**src/rtl/core/sfcc_pkg.sv**
```systemverilog
// ----------------------------------------------------------------------------
// sfcc_pkg
// Shared types, constants and the CRC-8 byte step for the sensor frame unit.
// ----------------------------------------------------------------------------
package sfcc_pkg;

    localparam logic [7:0] CRC_INIT = 8'hFF;
    localparam logic [7:0] CRC_POLY = 8'h31;

    // byte positions within the six-byte read frame
    localparam logic [2:0] POS_T_HI  = 3'd0;
    localparam logic [2:0] POS_T_LO  = 3'd1;
    localparam logic [2:0] POS_T_CRC = 3'd2;
    localparam logic [2:0] POS_H_HI  = 3'd3;
    localparam logic [2:0] POS_H_LO  = 3'd4;
    localparam logic [2:0] POS_H_CRC = 3'd5;

    // conversion scale factors, both divided by 65535
    localparam logic [14:0] TEMP_SCALE  = 15'd17500;
    localparam logic [13:0] HUM_SCALE   = 14'd10000;
    localparam logic [14:0] TEMP_OFFSET = 15'd4500;
    localparam logic [15:0] FULL_SCALE  = 16'hFFFF;

    localparam int TEMP_PROD_W = 31;
    localparam int HUM_PROD_W  = 30;

    // completed-frame event from the frame tracker
    typedef struct packed {
        logic                   done;
        logic                   temp_ok;
        logic                   hum_ok;
        logic [TEMP_PROD_W-1:0] temp_prod;
        logic [HUM_PROD_W-1:0]  hum_prod;
    } frame_evt_t;

    // CRC-8, MSB first, one byte
    function automatic logic [7:0] crc8_byte(input logic [7:0] crc, input logic [7:0] b);
        logic [7:0] c;
        c = crc ^ b;
        for (int i = 0; i < 8; i++)
        begin
            if (c[7])
                c = {c[6:0], 1'b0} ^ CRC_POLY;
            else
                c = {c[6:0], 1'b0};
        end
        return c;
    endfunction

endpackage

```
**src/rtl/core/sfcc_frame.sv**
```systemverilog
// ----------------------------------------------------------------------------
// sfcc_frame
// Byte position tracking, running CRC checks and raw-word scaling products.
// ----------------------------------------------------------------------------
module sfcc_frame (
    input  logic                clk,
    input  logic                rst_n,
    input  logic                in_acc,
    input  logic [7:0]          data_byte,
    input  logic                frame_start,
    output sfcc_pkg::frame_evt_t evt
);
    import sfcc_pkg::*;

    logic [2:0]             pos_reg, pos_next;
    logic [7:0]             crc_reg, crc_next;
    logic [7:0]             high_reg, high_next;
    logic                   first_ok_reg, first_ok_next;
    logic [TEMP_PROD_W-1:0] temp_prod_reg, temp_prod_next;
    logic [HUM_PROD_W-1:0]  hum_prod_reg, hum_prod_next;

    logic [2:0]  pos;
    logic [7:0]  crc_seed;
    logic [7:0]  crc_step;
    logic [15:0] word;

    always_comb
    begin
        pos = (frame_start || (pos_reg > POS_H_CRC)) ? POS_T_HI : pos_reg;
        // CRC restarts at the high byte of each word
        crc_seed = ((pos == POS_T_HI) || (pos == POS_H_HI)) ? CRC_INIT : crc_reg;
        crc_step = crc8_byte(crc_seed, data_byte);
        word     = {high_reg, data_byte};
    end

    always_comb
    begin
        pos_next       = pos_reg;
        crc_next       = crc_reg;
        high_next      = high_reg;
        first_ok_next  = first_ok_reg;
        temp_prod_next = temp_prod_reg;
        hum_prod_next  = hum_prod_reg;
        evt            = '0;
        evt.temp_ok    = first_ok_reg;
        evt.hum_ok     = (crc_reg == data_byte);
        evt.temp_prod  = temp_prod_reg;
        evt.hum_prod   = hum_prod_reg;
        if (in_acc)
        begin
            case (pos)
                POS_T_HI, POS_H_HI:
                begin
                    crc_next  = crc_step;
                    high_next = data_byte;
                    pos_next  = pos + 3'd1;
                end
                POS_T_LO:
                begin
                    crc_next       = crc_step;
                    temp_prod_next = TEMP_PROD_W'(word) * TEMP_PROD_W'(TEMP_SCALE);
                    pos_next       = POS_T_CRC;
                end
                POS_T_CRC:
                begin
                    first_ok_next = (crc_reg == data_byte);
                    crc_next      = CRC_INIT;
                    pos_next      = POS_H_HI;
                end
                POS_H_LO:
                begin
                    crc_next      = crc_step;
                    hum_prod_next = HUM_PROD_W'(word) * HUM_PROD_W'(HUM_SCALE);
                    pos_next      = POS_H_CRC;
                end
                default:
                begin
                    evt.done = 1'b1;
                    crc_next = CRC_INIT;
                    pos_next = POS_T_HI;
                end
            endcase
        end
    end

    always_ff @(posedge clk or negedge rst_n)
    begin
        if (!rst_n)
        begin
            pos_reg       <= POS_T_HI;
            crc_reg       <= CRC_INIT;
            high_reg      <= '0;
            first_ok_reg  <= 1'b0;
            temp_prod_reg <= '0;
            hum_prod_reg  <= '0;
        end
        else
        begin
            pos_reg       <= pos_next;
            crc_reg       <= crc_next;
            high_reg      <= high_next;
            first_ok_reg  <= first_ok_next;
            temp_prod_reg <= temp_prod_next;
            hum_prod_reg  <= hum_prod_next;
        end
    end

endmodule

```
**src/rtl/core/sfcc_convert.sv**
```systemverilog
// ----------------------------------------------------------------------------
// sfcc_convert
// Divide-by-65535 of the scaled words, last-good hold and result register.
// ----------------------------------------------------------------------------
module sfcc_convert (
    input  logic                 clk,
    input  logic                 rst_n,
    input  sfcc_pkg::frame_evt_t evt,
    input  logic                 out_take,
    output logic                 out_valid,
    output logic [14:0]          temperature_centi,
    output logic [13:0]          humidity_centi,
    output logic                 temp_crc_ok,
    output logic                 hum_crc_ok,
    output logic                 values_updated
);
    import sfcc_pkg::*;

    logic        valid_reg, valid_next;
    logic [14:0] good_t_reg, good_t_next;
    logic [13:0] good_h_reg, good_h_next;
    logic [14:0] out_t_reg, out_t_next;
    logic [13:0] out_h_reg, out_h_next;
    logic [2:0]  flags_reg, flags_next;

    logic [14:0] tq0;
    logic [16:0] tr;
    logic [14:0] tq;
    logic [13:0] hq0;
    logic [16:0] hr;
    logic [13:0] hq;
    logic        upd;

    // p / 65535 = q0 + (((p mod 2^16) + q0) >= 65535), with q0 = p >> 16
    always_comb
    begin
        tq0 = evt.temp_prod[TEMP_PROD_W-1:16];
        tr  = {1'b0, evt.temp_prod[15:0]} + {2'b00, tq0};
        tq  = (tr >= {1'b0, FULL_SCALE}) ? tq0 + 15'd1 : tq0;
        hq0 = evt.hum_prod[HUM_PROD_W-1:16];
        hr  = {1'b0, evt.hum_prod[15:0]} + {3'b000, hq0};
        hq  = (hr >= {1'b0, FULL_SCALE}) ? hq0 + 14'd1 : hq0;
        upd = evt.temp_ok & evt.hum_ok;
    end

    always_comb
    begin
        good_t_next = good_t_reg;
        good_h_next = good_h_reg;
        out_t_next  = out_t_reg;
        out_h_next  = out_h_reg;
        flags_next  = flags_reg;
        valid_next  = valid_reg & ~out_take;
        if (evt.done)
        begin
            valid_next = 1'b1;
            flags_next = {upd, evt.hum_ok, evt.temp_ok};
            if (upd)
            begin
                good_t_next = tq - TEMP_OFFSET;
                good_h_next = hq;
                out_t_next  = tq - TEMP_OFFSET;
                out_h_next  = hq;
            end
            else
            begin
                out_t_next = good_t_reg;
                out_h_next = good_h_reg;
            end
        end
    end

    always_ff @(posedge clk or negedge rst_n)
    begin
        if (!rst_n)
        begin
            valid_reg  <= 1'b0;
            good_t_reg <= '0;
            good_h_reg <= '0;
        end
        else
        begin
            valid_reg  <= valid_next;
            good_t_reg <= good_t_next;
            good_h_reg <= good_h_next;
        end
    end

    always_ff @(posedge clk)
    begin
        out_t_reg <= out_t_next;
        out_h_reg <= out_h_next;
        flags_reg <= flags_next;
    end

    assign out_valid         = valid_reg;
    assign temperature_centi = out_t_reg;
    assign humidity_centi    = out_h_reg;
    assign temp_crc_ok       = flags_reg[0];
    assign hum_crc_ok        = flags_reg[1];
    assign values_updated    = flags_reg[2];

endmodule

```
**src/rtl/core/sensor_frame_crc_and_convert_unit.sv**
```systemverilog
// ----------------------------------------------------------------------------
// sensor_frame_crc_and_convert_unit
// Checked temperature/humidity frame decoder with unit conversion.
// ----------------------------------------------------------------------------
// Takes a six-byte sensor read frame one byte per transfer (temperature word,
// its CRC-8, humidity word, its CRC-8; CRC poly 0x31, init 0xFF) and after the
// sixth byte delivers one result: temperature in 0.01 degC, humidity in
// 0.01 %RH and the CRC flags. Values are replaced only when both CRCs match,
// otherwise the last good values repeat (zeros after reset). tuser high on a
// byte restarts the frame and drops any partial one. One byte is accepted
// every cycle while s_tready is high; the scaling multiply is done when a
// word's low byte arrives, so the result is registered on the same edge that
// takes the last CRC byte. s_tready only drops while a finished result sits
// unread in the output register.
// ----------------------------------------------------------------------------
module sensor_frame_crc_and_convert_unit (
    input  logic        clk,
    input  logic        rst_n,
    input  logic        s_tvalid,
    output logic        s_tready,
    input  logic [7:0]  s_tdata,   // [7:0] data_byte
    input  logic        s_tuser,   // [0] frame_start
    output logic        m_tvalid,
    input  logic        m_tready,
    output logic [31:0] m_tdata,   // [14:0] temperature_centi, [28:15] humidity_centi
    output logic [2:0]  m_tuser    // [0] temp_crc_ok, [1] hum_crc_ok, [2] values_updated
);
    import sfcc_pkg::*;

    frame_evt_t  evt;
    logic        in_acc;
    logic        out_take;
    logic [14:0] temperature_centi;
    logic [13:0] humidity_centi;
    logic        temp_crc_ok;
    logic        hum_crc_ok;
    logic        values_updated;

    assign s_tready = !m_tvalid || m_tready;
    assign in_acc   = s_tvalid && s_tready;
    assign out_take = m_tvalid && m_tready;

    sfcc_frame u_frame (
        .clk         (clk),
        .rst_n       (rst_n),
        .in_acc      (in_acc),
        .data_byte   (s_tdata),
        .frame_start (s_tuser),
        .evt         (evt)
    );

    sfcc_convert u_convert (
        .clk               (clk),
        .rst_n             (rst_n),
        .evt               (evt),
        .out_take          (out_take),
        .out_valid         (m_tvalid),
        .temperature_centi (temperature_centi),
        .humidity_centi    (humidity_centi),
        .temp_crc_ok       (temp_crc_ok),
        .hum_crc_ok        (hum_crc_ok),
        .values_updated    (values_updated)
    );

    assign m_tdata = {3'b000, humidity_centi, temperature_centi};
    assign m_tuser = {values_updated, hum_crc_ok, temp_crc_ok};

    a_upd_needs_both_ok: assert property (@(posedge clk) disable iff (!rst_n)
        m_tvalid |-> (!m_tuser[2] || (m_tuser[0] && m_tuser[1])))
        else $error("values_updated without both CRCs passing");

    a_stall_only_when_full: assert property (@(posedge clk) disable iff (!rst_n)
        !s_tready |-> (m_tvalid && !m_tready))
        else $error("input stalled without a blocked result");

    a_hum_range: assert property (@(posedge clk) disable iff (!rst_n)
        m_tvalid |-> (m_tdata[28:15] <= 14'd10000))
        else $error("humidity out of range");

    a_temp_range: assert property (@(posedge clk) disable iff (!rst_n)
        m_tvalid |-> (($signed(m_tdata[14:0]) >= -15'sd4500)
                      && ($signed(m_tdata[14:0]) <= 15'sd13000)))
        else $error("temperature out of range");

endmodule

```
**config.mk**
```make
export PLATFORM = sky130hd
export DESIGN_NAME = sensor_frame_crc_and_convert_unit
export DESIGN_NICKNAME = d
export VERILOG_FILES = /design/src/rtl/core/sfcc_pkg.sv /design/src/rtl/core/sfcc_frame.sv /design/src/rtl/core/sfcc_convert.sv /design/src/rtl/core/sensor_frame_crc_and_convert_unit.sv
export SDC_FILE = /design/constraint.sdc
export NUM_CORES = 1
export LEC_CHECK = 0
export BUFFER_PORTS_ARGS = -buffer_cell sky130_fd_sc_hd__buf_2
export CAP_MARGIN = 20
export CORE_MARGIN = 2
export CORE_UTILIZATION = 25
export CTS_BUF_LIST = sky130_fd_sc_hd__clkbuf_4
export CTS_CLUSTER_SIZE = 30
export DETAILED_ROUTE_END_ITERATION = 10
export PLACE_DENSITY = 0.45
export SLEW_MARGIN = 10
export SYNTH_ARGS = -nofsm -noshare
export SYNTH_HDL_FRONTEND = slang
export SYNTH_SLANG_ARGS = --single-unit
```
**constraint.sdc**
```tcl
create_clock -name clk -period 5.2 [get_ports clk]
set_clock_uncertainty 0.2 [all_clocks]
set_input_delay 1.04 -clock clk [delete_from_list [all_inputs] [get_ports clk]]
set_output_delay 1.04 -clock clk [all_outputs]
set_load 0.02 [all_outputs]
```
# --- Word-level counts from Yosys, hierarchy flattened ---
# Index checks and enable logic that the tools add are counted.
word_totals:
  input_bits: 13
  output_inout_bits: 37
  ff_bits: 137
  wordCells: 73
classes:
  add_sub_neg: 6
  n_eq_ne: 5
  multipliers: 2
  n_mux: 19
  magnitude_cmp: 3
  n_reduce_logical: 14
  n_bitwise: 12
ops:
  columns: ["operator", "n"]
  rows:
  - ["two-way mux 6 bit", 8]
  - ["greater-or-equal comparator 17 x 16 -> 1 bit, second input constant", 2]
  - ["two-way mux 15 bit", 2]
  - ["multiplier 16 x 13 -> 29 bit, second input constant", 1]
  - ["two-way mux 14 bit", 2]
  - ["multiplier 16 x 10 -> 26 bit, second input constant", 1]
  - ["inverter 3 bit", 8]
  - ["adder 16 x 14 -> 17 bit", 1]
  - ["adder 16 x 15 -> 17 bit", 1]
  - ["two-way mux 8 bit", 2]
  - ["adder 15 x 1 -> 15 bit, second input constant", 1]
  - ["subtractor 15 x 13 -> 15 bit, second input constant", 1]
  - ["adder 14 x 1 -> 14 bit, second input constant", 1]
  - ["one-hot mux 3 bit (4 select lines)", 1]
  - ["== test 8 bit", 1]
  - ["AND reduction 2 bit", 4]
  - ["bitwise XOR 8 bit", 1]
  - ["== test 3 x 2 -> 1 bit, second input constant", 2]
  - ["OR reduction 5 bit", 1]
  - ["OR reduction 4 bit", 1]
  - ["adder 3 x 1 -> 3 bit, second input constant", 1]
  - ["== test 3 x 1 -> 1 bit, second input constant", 1]
  - ["== test 3 bit, second input constant", 1]
  - ["greater-than comparator 3 bit, second input constant", 1]
  - ["other kinds (9)", 15]

# --- Logic depth before layout (Yosys ltp) ---
# Gate-level depths: netlist (run 1).
depth:
  depth_word: 24
  mapped_depth: 22
  mapped_depth_nobuf: 22

# --- Cells and area by module ---
# A second synthesis (run 1) with hierarchy kept.
unflattened:
  hier_cells: 1642
  hier_area_um2: 14730.4
modules_own_cells:
  columns: ["module", "cells_per_inst", "seq_area_each_um2", "instances", "area_each_um2"]
  rows:
  - ["sfcc_frame", 985, 1886.8, 1, 9201.3]
  - ["sfcc_convert", 647, 1711.6, 1, 5450.2]
  - ["sensor_frame_crc_and_convert_unit", 10, 0.0, 1, 78.8]

# --- Least setup slack after synthesis (run 1) ---
# Ideal clock, no wire load.
synth_timing:
  kind: "input -> register"
  from: "input s_tdata[3]"
  to: "register u_frame.temp_prod_reg[30]"
  arrival_time_ns: 5.955
  setup_time_ns: 0.132
  path_buffers: 0
  cell_stages: 21
  required_ns: 4.868
  path_slack_ns: -1.087
  cell_sequence: "ha_1 -> inv_1 -> fa_1 -> inv_1 -> ha_1 -> ha_1 -> inv_1 -> fa_1 -> inv_1 -> fa_1 -> a21oi_1 -> o21bai_1 -> a2111oi_0 -> o31ai_1 -> a41oi_1 -> a21oi_1 -> a211oi_1 -> o21ai_0 -> a21o_1 -> a2111oi_0 -> nor2_1"
synth_between:
  elab_chain_len: 1
synth_rtl:
  columns: ["item", "line", "source"]
  rows:
  - ["from (decl)", "sensor_frame_crc_and_convert_unit.sv:21", "input logic [7:0] s_tdata,"]
  - ["multiplier 16 x 13 -> 29 bit", "sfcc_frame.sv:61", "temp_prod_next = TEMP_PROD_W'(word) * TEMP_PROD_W'(TEMP_SCALE);"]
  - ["to (signal assigned)", "sfcc_frame.sv:103", "temp_prod_reg <= temp_prod_next;"]
  - ["to (decl)", "sfcc_frame.sv:19", "logic [TEMP_PROD_W-1:0] temp_prod_reg, temp_prod_next;"]
# Every way passes these cells.
# A chain may end at the register's enable or synchronous reset.

# --- Worst setup path in the final report (run 1) ---
layout_timing:
  from: "input s_tdata[6]"
  to: "register u_frame.temp_prod_reg[30]"
# The elaborated chain is that of the path after synthesis.

==> results of run 1 <==
[cell type report]
class / count / area (um^2)
diodes: 1 / 2.50
clock buffers: 19 / 143
clock inverters: 13 / 168
fillers: 5759 / 37700
inverters: 229 / 875
multi-input cells: 1109 / 9860
flip-flops and latches: 137 / 3600
well taps: 748 / 936
repair buffers: 230 / 1730
[timing repair]
action / CTS / global route
setup endpoints to repair: 9 / 20
hold buffers: 0 / 0
pin swaps: 18 / 65
buffers inserted: 7 / 14
gates resized for setup: 20 / 88
[cell usage after synthesis, drive strengths merged, types with 11 or more instances]
library cell / n
inv: 227
clkbuf: 31
o21bai: 12
and3: 14
a21o: 23
o21ai: 91
fa: 82
or4: 11
nand4: 23
nand2b: 13
buf: 15
mux2: 27
xnor2: 62
nor3: 16
nor2: 68
ha: 194
a21oi: 61
a211oi: 12
edfxtp: 32
nand2: 157
dfrtp: 97
or3: 11
xor2: 39
nand3: 55
o211ai: 13
[worst paths after layout]
path	startpoint	endpoint	slack, ns
max in group asynchronous	rst_n	u_frame.temp_prod_reg[23]	3.54
setup / recovery	s_tdata[6]	u_frame.temp_prod_reg[30]	-0.02
hold reg to reg	u_convert.good_t_reg[0]	u_convert.good_t_reg[0]	0.29
setup reg to reg	u_frame.high_reg[0]	u_frame.temp_prod_reg[27]	0.05
hold / removal	rst_n	u_convert.good_t_reg[4]	0.29
min in group clk	u_convert.good_t_reg[0]	u_convert.good_t_reg[0]	0.29
[layout by cell type, fill, tap and decap left out, types with 12 or more instances in the layout]
master | synthesis | routed
xor2_1 | 39 | 38
a21o_1 | 23 | 23
nand4_1 | 23 | 23
o211ai_1 | 13 | 13
buf_4 | 7 | 173
buf_2 | 3 | 39
o21ai_0 | 86 | 75
inv_1 | 227 | 194
mux2_2 | 27 | 27
ha_4 | 0 | 27
a21oi_1 | 58 | 49
nand3_1 | 55 | 55
nor2_1 | 67 | 67
nor3_1 | 16 | 15
xnor2_1 | 62 | 62
o21ai_1 | 4 | 12
nand2_1 | 157 | 155
ha_1 | 194 | 161
dfrtp_1 | 97 | 94
fa_1 | 82 | 78
inv_2 | 0 | 29
and3_1 | 13 | 12
edfxtp_1 | 32 | 32
clkbuf_4 | 0 | 20
[kinds of logic after synthesis]
family | after synthesis | share of synthesized area, %
fa+ha+maj | 276 | 29.3
other cells | 1 | 0.0270
flops | 137 | 25.9
buf+inv | 275 | 7.79
simple gates | 415 | 14.6
compound gates | 283 | 13.5
mux | 31 | 2.48
xor+xnor | 101 | 6.37
[worst max-delay path, delay by kind of cell]
family	cells	cell delay (ns)
fa+ha+maj	5	1.76
simple gates	1	0.08
buf+inv	7	0.62
compound gates	10	2.02
[stage by stage]
| stage | setup TNS, ns | area (um^2) | util (%) | hold WS [ns] |
|---|---|---|---|---|
| 4_1_cts | 0 | 16800 | 30.5 | 0.259 |
| 2_1_floorplan | -1.24 | 14100 | - | 0.241 |
| 3_5_place_dp | -11.90 | 16300 | 29.7 | 0.265 |
| 5_1_grt | -1.09 | 17300 | 31.5 | 0.297 |
| 6_report | -0.0650 | 17300 | 31.5 | 0.290 |
| 3_3_place_gp | -11.70 | 16300 | 29.7 | 0.258 |
[metal layers]
layer / vias up / track usage (%) / share of wire (%)
li1: 5599 / - / -
met1: 5401 / 20.6 / 54
met2: 146 / 19.7 / 42
met3: 24 / 1.86 / 2.8
met4: 0 / 2.84 / 1.1
met5: - / 0 / 0
==> flow_metrics.env, run 1 <==
export IMPL_synth_seq_area_share_pct=25.9
export IMPL_dpl_cell_count=2431
export IMPL_finalNonFillerCells=2486
export IMPL_synth_largest_area_cell="dfrtp_1"
export IMPL_start_util_pct=25.3
export IMPL_cts_buffers=17
export IMPL_async_reset_ff_share_pct=76.6
export IMPL_grt_use_total_pct=13.4
export IMPL_die_w_um=240
export IMPL_path_max_fanout=4
export IMPL_ys_warn_count=0
export IMPL_hp_class="in -> async"
export IMPL_grt_pass1_wl_mm=60.6
export IMPL_core_area_mm2=0.0550
export IMPL_routabilityCongestion=0.816
export IMPL_outcome="finished, violations left"
export IMPL_synth_distinct_cells=87
export IMPL_clk_path_buf_depth=2
export IMPL_post_place_ws_ns=-0.745
export IMPL_syn_to_final_growth_pct=24.7
export IMPL_num_vias=11170
export IMPL_htree_levels=4
export IMPL_slowest_stage="fa_1"
export IMPL_synth_top_area_share_pct=17.5
export IMPL_dieArea_mm2=0.0574
export IMPL_drt_iter0_markers=606
export IMPL_die_h_um=240
export IMPL_largest_reg_flops=29
export IMPL_synth_edff_count=32
export IMPL_crit_chain="buf_8 -> clkinvlp_4 -> buf_4 -> buf_6 -> fa_1 -> inv_2 -> ha_4 -> ha_4 -> inv_2 -> fa_1 -> inv_2 -> ha_4 -> a21oi_4 -> o21bai_4 -> a2111oi_4 -> o31ai_2 -> a41oi_2 -> a21oi_2 -> a211oi_2 -> o21ai_1 -> a21o_1 -> a2111oi_4 -> nor2_1"
export IMPL_arrival_ns=5.52
export IMPL_cp_start_kind="input pin"
export IMPL_finalHoldViolations=0
export IMPL_io_buffers=46
export IMPL_setup_slack_ns=-0.0244
export IMPL_ys_ff_latch=137
export IMPL_rsz0062_at_grt="yes"
export IMPL_synthTopCellsByArea="dfrtp_1 17%, ha_1 17%, fa_1 12%, edfxtp_1 6.9%, inv_1 6.1%"
export IMPL_slew_headroom_pct=29.1
export IMPL_ios=50
export IMPL_cts_root_buffer="clkbuf_4"
export IMPL_max_stage_delay_ns=0.52
export IMPL_cts_tree="done"
export IMPL_period_needed_ns=5.22
export IMPL_syn_cell_area_mm2=0.0139
export IMPL_setup_viol=3
export IMPL_vias_per_cell=4.49
export IMPL_hpwl_mm=29.7
export IMPL_min_period_over_period_pct=100
export IMPL_wl_mm=36.9
export IMPL_clkTransAtPathRegs_ns=0.15
export IMPL_drc=0
export IMPL_grt_start_max_net_pins=55
export IMPL_antenna_found_initial=2
export IMPL_wl_per_cell_um=14.8
export IMPL_overflow=0
export IMPL_num_rows=86
export IMPL_antenna_left=0
export IMPL_syn_area_per_cell_um2=9.14
export IMPL_drive_gt1_share_pct=24.9
export IMPL_synth_main_ff_cell="dfrtp_1"
export IMPL_worstRegToRegCells=21
export IMPL_maxCapViolCount=0
export IMPL_clk_latency_ns=0.60
export IMPL_tightest_slew_ns=1.06
export IMPL_required_ns=5.50
export IMPL_synth_cells=1519
export IMPL_timing_fmax_mhz=191
export IMPL_crit_type="in -> reg"
export IMPL_maxSlewViolCount=0
export IMPL_cts_sinks=137
export IMPL_grt_pass1_vias=11025
export IMPL_drt_first_pass_iters=4
export IMPL_nets=2013
export IMPL_endpoint_kind="register"
export IMPL_violations="setup timing"
Power of run 1 is left out: the tool's default activity adds up to more than one toggle a clock period on the data nets, which glitch-free logic cannot reach.
==> inputs of run 2 (changes only) <==
--- a/config.mk
+++ b/config.mk
@@ -5,14 +5,17 @@
 export SDC_FILE = /design/constraint.sdc
 export NUM_CORES = 1
 export LEC_CHECK = 0
+export ABC_AREA = 1
 export BUFFER_PORTS_ARGS = -buffer_cell sky130_fd_sc_hd__buf_2
 export CAP_MARGIN = 20
-export CORE_MARGIN = 2
+export CELL_PAD_IN_SITES_DETAIL_PLACEMENT = 0
+export CELL_PAD_IN_SITES_GLOBAL_PLACEMENT = 1
+export CORE_MARGIN = 5
 export CORE_UTILIZATION = 25
 export CTS_BUF_LIST = sky130_fd_sc_hd__clkbuf_4
 export CTS_CLUSTER_SIZE = 30
 export DETAILED_ROUTE_END_ITERATION = 10
-export PLACE_DENSITY = 0.45
+export PLACE_DENSITY = 0.55
 export SLEW_MARGIN = 10
 export SYNTH_ARGS = -nofsm -noshare
 export SYNTH_HDL_FRONTEND = slang
==> run 2 against run 1 <==
Effect of this change: the flow now finishes without violations; first-iteration DRC count is 18% lower; sequential share of layout area is 1.0 points higher; critical path depth is 1 lower; die area increased by 5.5%; non-clock buffer count decreased by 56; highest routed layer unchanged; sequential cell count is the same; maximum frequency grew 4.7%; area after synthesis increased by 0.38%; wire length up 2.4%; global-route usage down 0.44 points; critical path type unchanged.
==> flow_metrics.env, run 2 <==
export IMPL_setup_viol=0
export IMPL_synth_edff_count=32
export IMPL_core_area_mm2=0.0552
export IMPL_dr_wl_met3_mm=1.56
export IMPL_synth_main_ff_cell="dfrtp_1"
export IMPL_ys_warn_count=0
export IMPL_endpoint_kind="register"
export IMPL_synth_cells=1755
export IMPL_synth_most_common_cell="nand2_1"
export IMPL_largest_reg_flops=29
export IMPL_crit_type="in -> reg"
export IMPL_met2WireLength_mm=15.6
export IMPL_drive_gt1_share_pct=16.0
export IMPL_hp_class="in -> async"
export IMPL_finalHoldViolations=0
export IMPL_period_needed_ns=4.99
export IMPL_yosys_area_share_adder_pct=29.2
export IMPL_synth_top_area_share_pct=17.4
export IMPL_setup_slack_ns=0.210
export IMPL_final_area_mm2=0.0165
export IMPL_grt_pass1_vias=11632
export IMPL_path_max_fanout=7
export IMPL_outcome="completed"
export IMPL_drc=0
export IMPL_fin_hold_ws_ns=0.241
export IMPL_ys_ff_latch=137
export IMPL_syn_cell_area_mm2=0.0139
export IMPL_synthTopCellsByCount="374 x nand2_1, 340 x inv_1, 194 x ha_1"
export IMPL_synthMuxAreaShare_pct=0.144
export IMPL_dieArea_mm2=0.0606
export IMPL_num_vias=11595
export IMPL_synth_compound_gate_area_share_pct=10.2
export IMPL_hpwl_mm=31.6
export IMPL_wl_per_cell_um=14.1
export IMPL_met1_length_mm=20.1
export IMPL_die_h_um=246
export IMPL_place_area_mm2=0.0160
export IMPL_htree_levels=4
export IMPL_synth_distinct_cells=54
export IMPL_synthTopCellsByArea="dfrtp_1 17%, ha_1 17%, fa_1 12%, nand2_1 10%, inv_1 9.2%"
export IMPL_cts_sinks=137
export IMPL_antenna_found_initial=3
export IMPL_timing_fmax_mhz=200
export IMPL_tightest_slew_ns=0.844
export IMPL_min_period_over_period_pct=96.0
export IMPL_io_buffers=46
export IMPL_final_common_cell="nand2_1"
export IMPL_cts_root_buffer="clkbuf_4"
export IMPL_die_w_um=246
export IMPL_grt_start_max_net_pins=80
export IMPL_drt_first_pass_iters=5
export IMPL_synthXorXnorAreaFrac_pct=4.33
export IMPL_start_util_pct=25.3
export IMPL_clk_path_buf_depth=2
export IMPL_synth_top_family_by_area="adder cells"
export IMPL_cts_tree="done"
export IMPL_async_reset_ff_share_pct=76.6
export IMPL_cp_start_kind="input pin"
export IMPL_nets=2204
export IMPL_vias_per_cell=4.33
export IMPL_fin_setup_tns_ns=0
export IMPL_clk_latency_ns=0.64
export IMPL_drt_iter0_markers=499
export IMPL_antenna_left=0
export IMPL_wl_mm=37.8
export IMPL_num_rows=86
export IMPL_post_place_ws_ns=-0.515
export IMPL_clkTransAtPathRegs_ns=0.13
export IMPL_grt_pass1_wl_mm=62.6
export IMPL_ios=50
export IMPL_highest_signal_layer="met4"
export IMPL_syn_to_final_growth_pct=18.3
export IMPL_overflow=0
export IMPL_maxCapViolCount=0
export IMPL_cts_buffers=17
export IMPL_grt_use_total_pct=13.0
export IMPL_syn_area_per_cell_um2=7.94
export IMPL_arrival_ns=5.35
export IMPL_r2r_slack_ns=0.30
export IMPL_maxSlewViolCount=0
export IMPL_required_ns=5.56
export IMPL_routabilityCongestion=0.826
export IMPL_yosys_area_share_simple_pct=19.8
export IMPL_slew_headroom_pct=43.8
export IMPL_final_cell_mix="372 x nand2_1, 330 x inv_1, 183 x ha_1"
export IMPL_synth_seq_area_share_pct=25.8
export IMPL_synth_largest_area_cell="dfrtp_1"
==> run 2: changes by cell type after synthesis, sizes merged, moves of 12 or more <==
cell | previous run | this run
nand2b | 13 | 1
nand2 | 157 | 393
nand3 | 55 | 87
nor2 | 68 | 92
xnor2 | 62 | 23
and3 | 14 | 0
a31oi | 9 | 25
inv | 227 | 343
o21ai | 91 | 122
mux2 | 27 | 0
a21o | 23 | 4
==> run 2: per-stage QoR <==
step                util (%)  cells
detailed placement      29.0   2638
CTS                     29.6   2670
global route            29.9   2678
finish                  29.9   2678
global placement        29.0   2638
floorplan                  -   1757
==> run 2: cells by family (layout without fill, tap and decap cells) <==
group	Yosys count	count (layout)
adders and majority gates	276	276
DFF	137	137
muxes	2	2
AOI/OAI and AO/OA	254	254
other	1	5
xor gates and xnor gates	68	68
and+or+nand+nor	638	638
buffers and inverters	379	550
==> run 2: layout make-up <==
| class | count | area [um^2] |
|---|---|---|
| diodes | 2 | 5.00 |
| clock buffers | 19 | 143 |
| clock inverters | 13 | 191 |
| fillers | 6013 | 38700 |
| inverters | 344 | 1310 |
| multi-input cells | 1241 | 9090 |
| flip-flops and latches | 137 | 3600 |
| well taps | 748 | 936 |
| repair buffers | 174 | 1220 |
==> run 2: timing repair <==
action	CTS	global route
endpoints found under the setup margin	0	6
setup buffers	0	5
hold buffers	0	0
resized for setup	0	12
==> run 2: routing by layer <==
| metal | global-route usage (%) | up-vias |
|---|---|---|
| met3 | 2.35 | 25 |
| met5 | 0 | - |
| met1 | 19.7 | 5457 |
| met2 | 19.1 | 158 |
| li1 | - | 5955 |
| met4 | 3.04 | 0 |
==> run 2: path summary, 6_finish.rpt <==
| path | from | endpoint | cells past startpoint |
|---|---|---|---|
| min | rst_n | u_convert.good_t_reg[2] | 1 |
| max in group asynchronous | rst_n | u_frame.temp_prod_reg[11] | 2 |
| min in group clk | u_convert.good_t_reg[13] | u_convert.good_t_reg[13] | 2 |
| min reg2reg | u_convert.good_t_reg[13] | u_convert.good_t_reg[13] | 2 |
| max | s_tdata[7] | u_frame.temp_prod_reg[21] | 22 |
| max reg2reg | u_frame.high_reg[0] | u_frame.temp_prod_reg[21] | 21 |
==> run 2: critical path: stages <==
cell and delay (ns):
buf_2 0.13, buf_4 0.18, ha_1 0.28, inv_1 0.05, fa_1 0.50, inv_1 0.04, ha_1 0.29, fa_1 0.48
inv_1 0.05, fa_1 0.52, inv_1 0.06, ha_4 0.29, nand2_1 0.07, o21ai_0 0.33, nand2_1 0.09, o211ai_1 0.16
a31oi_2 0.09, inv_1 0.08, a21oi_1 0.08, buf_4 0.14, or2_2 0.26, a31oi_1 0.12
Power of run 2 is left out for the same reason.
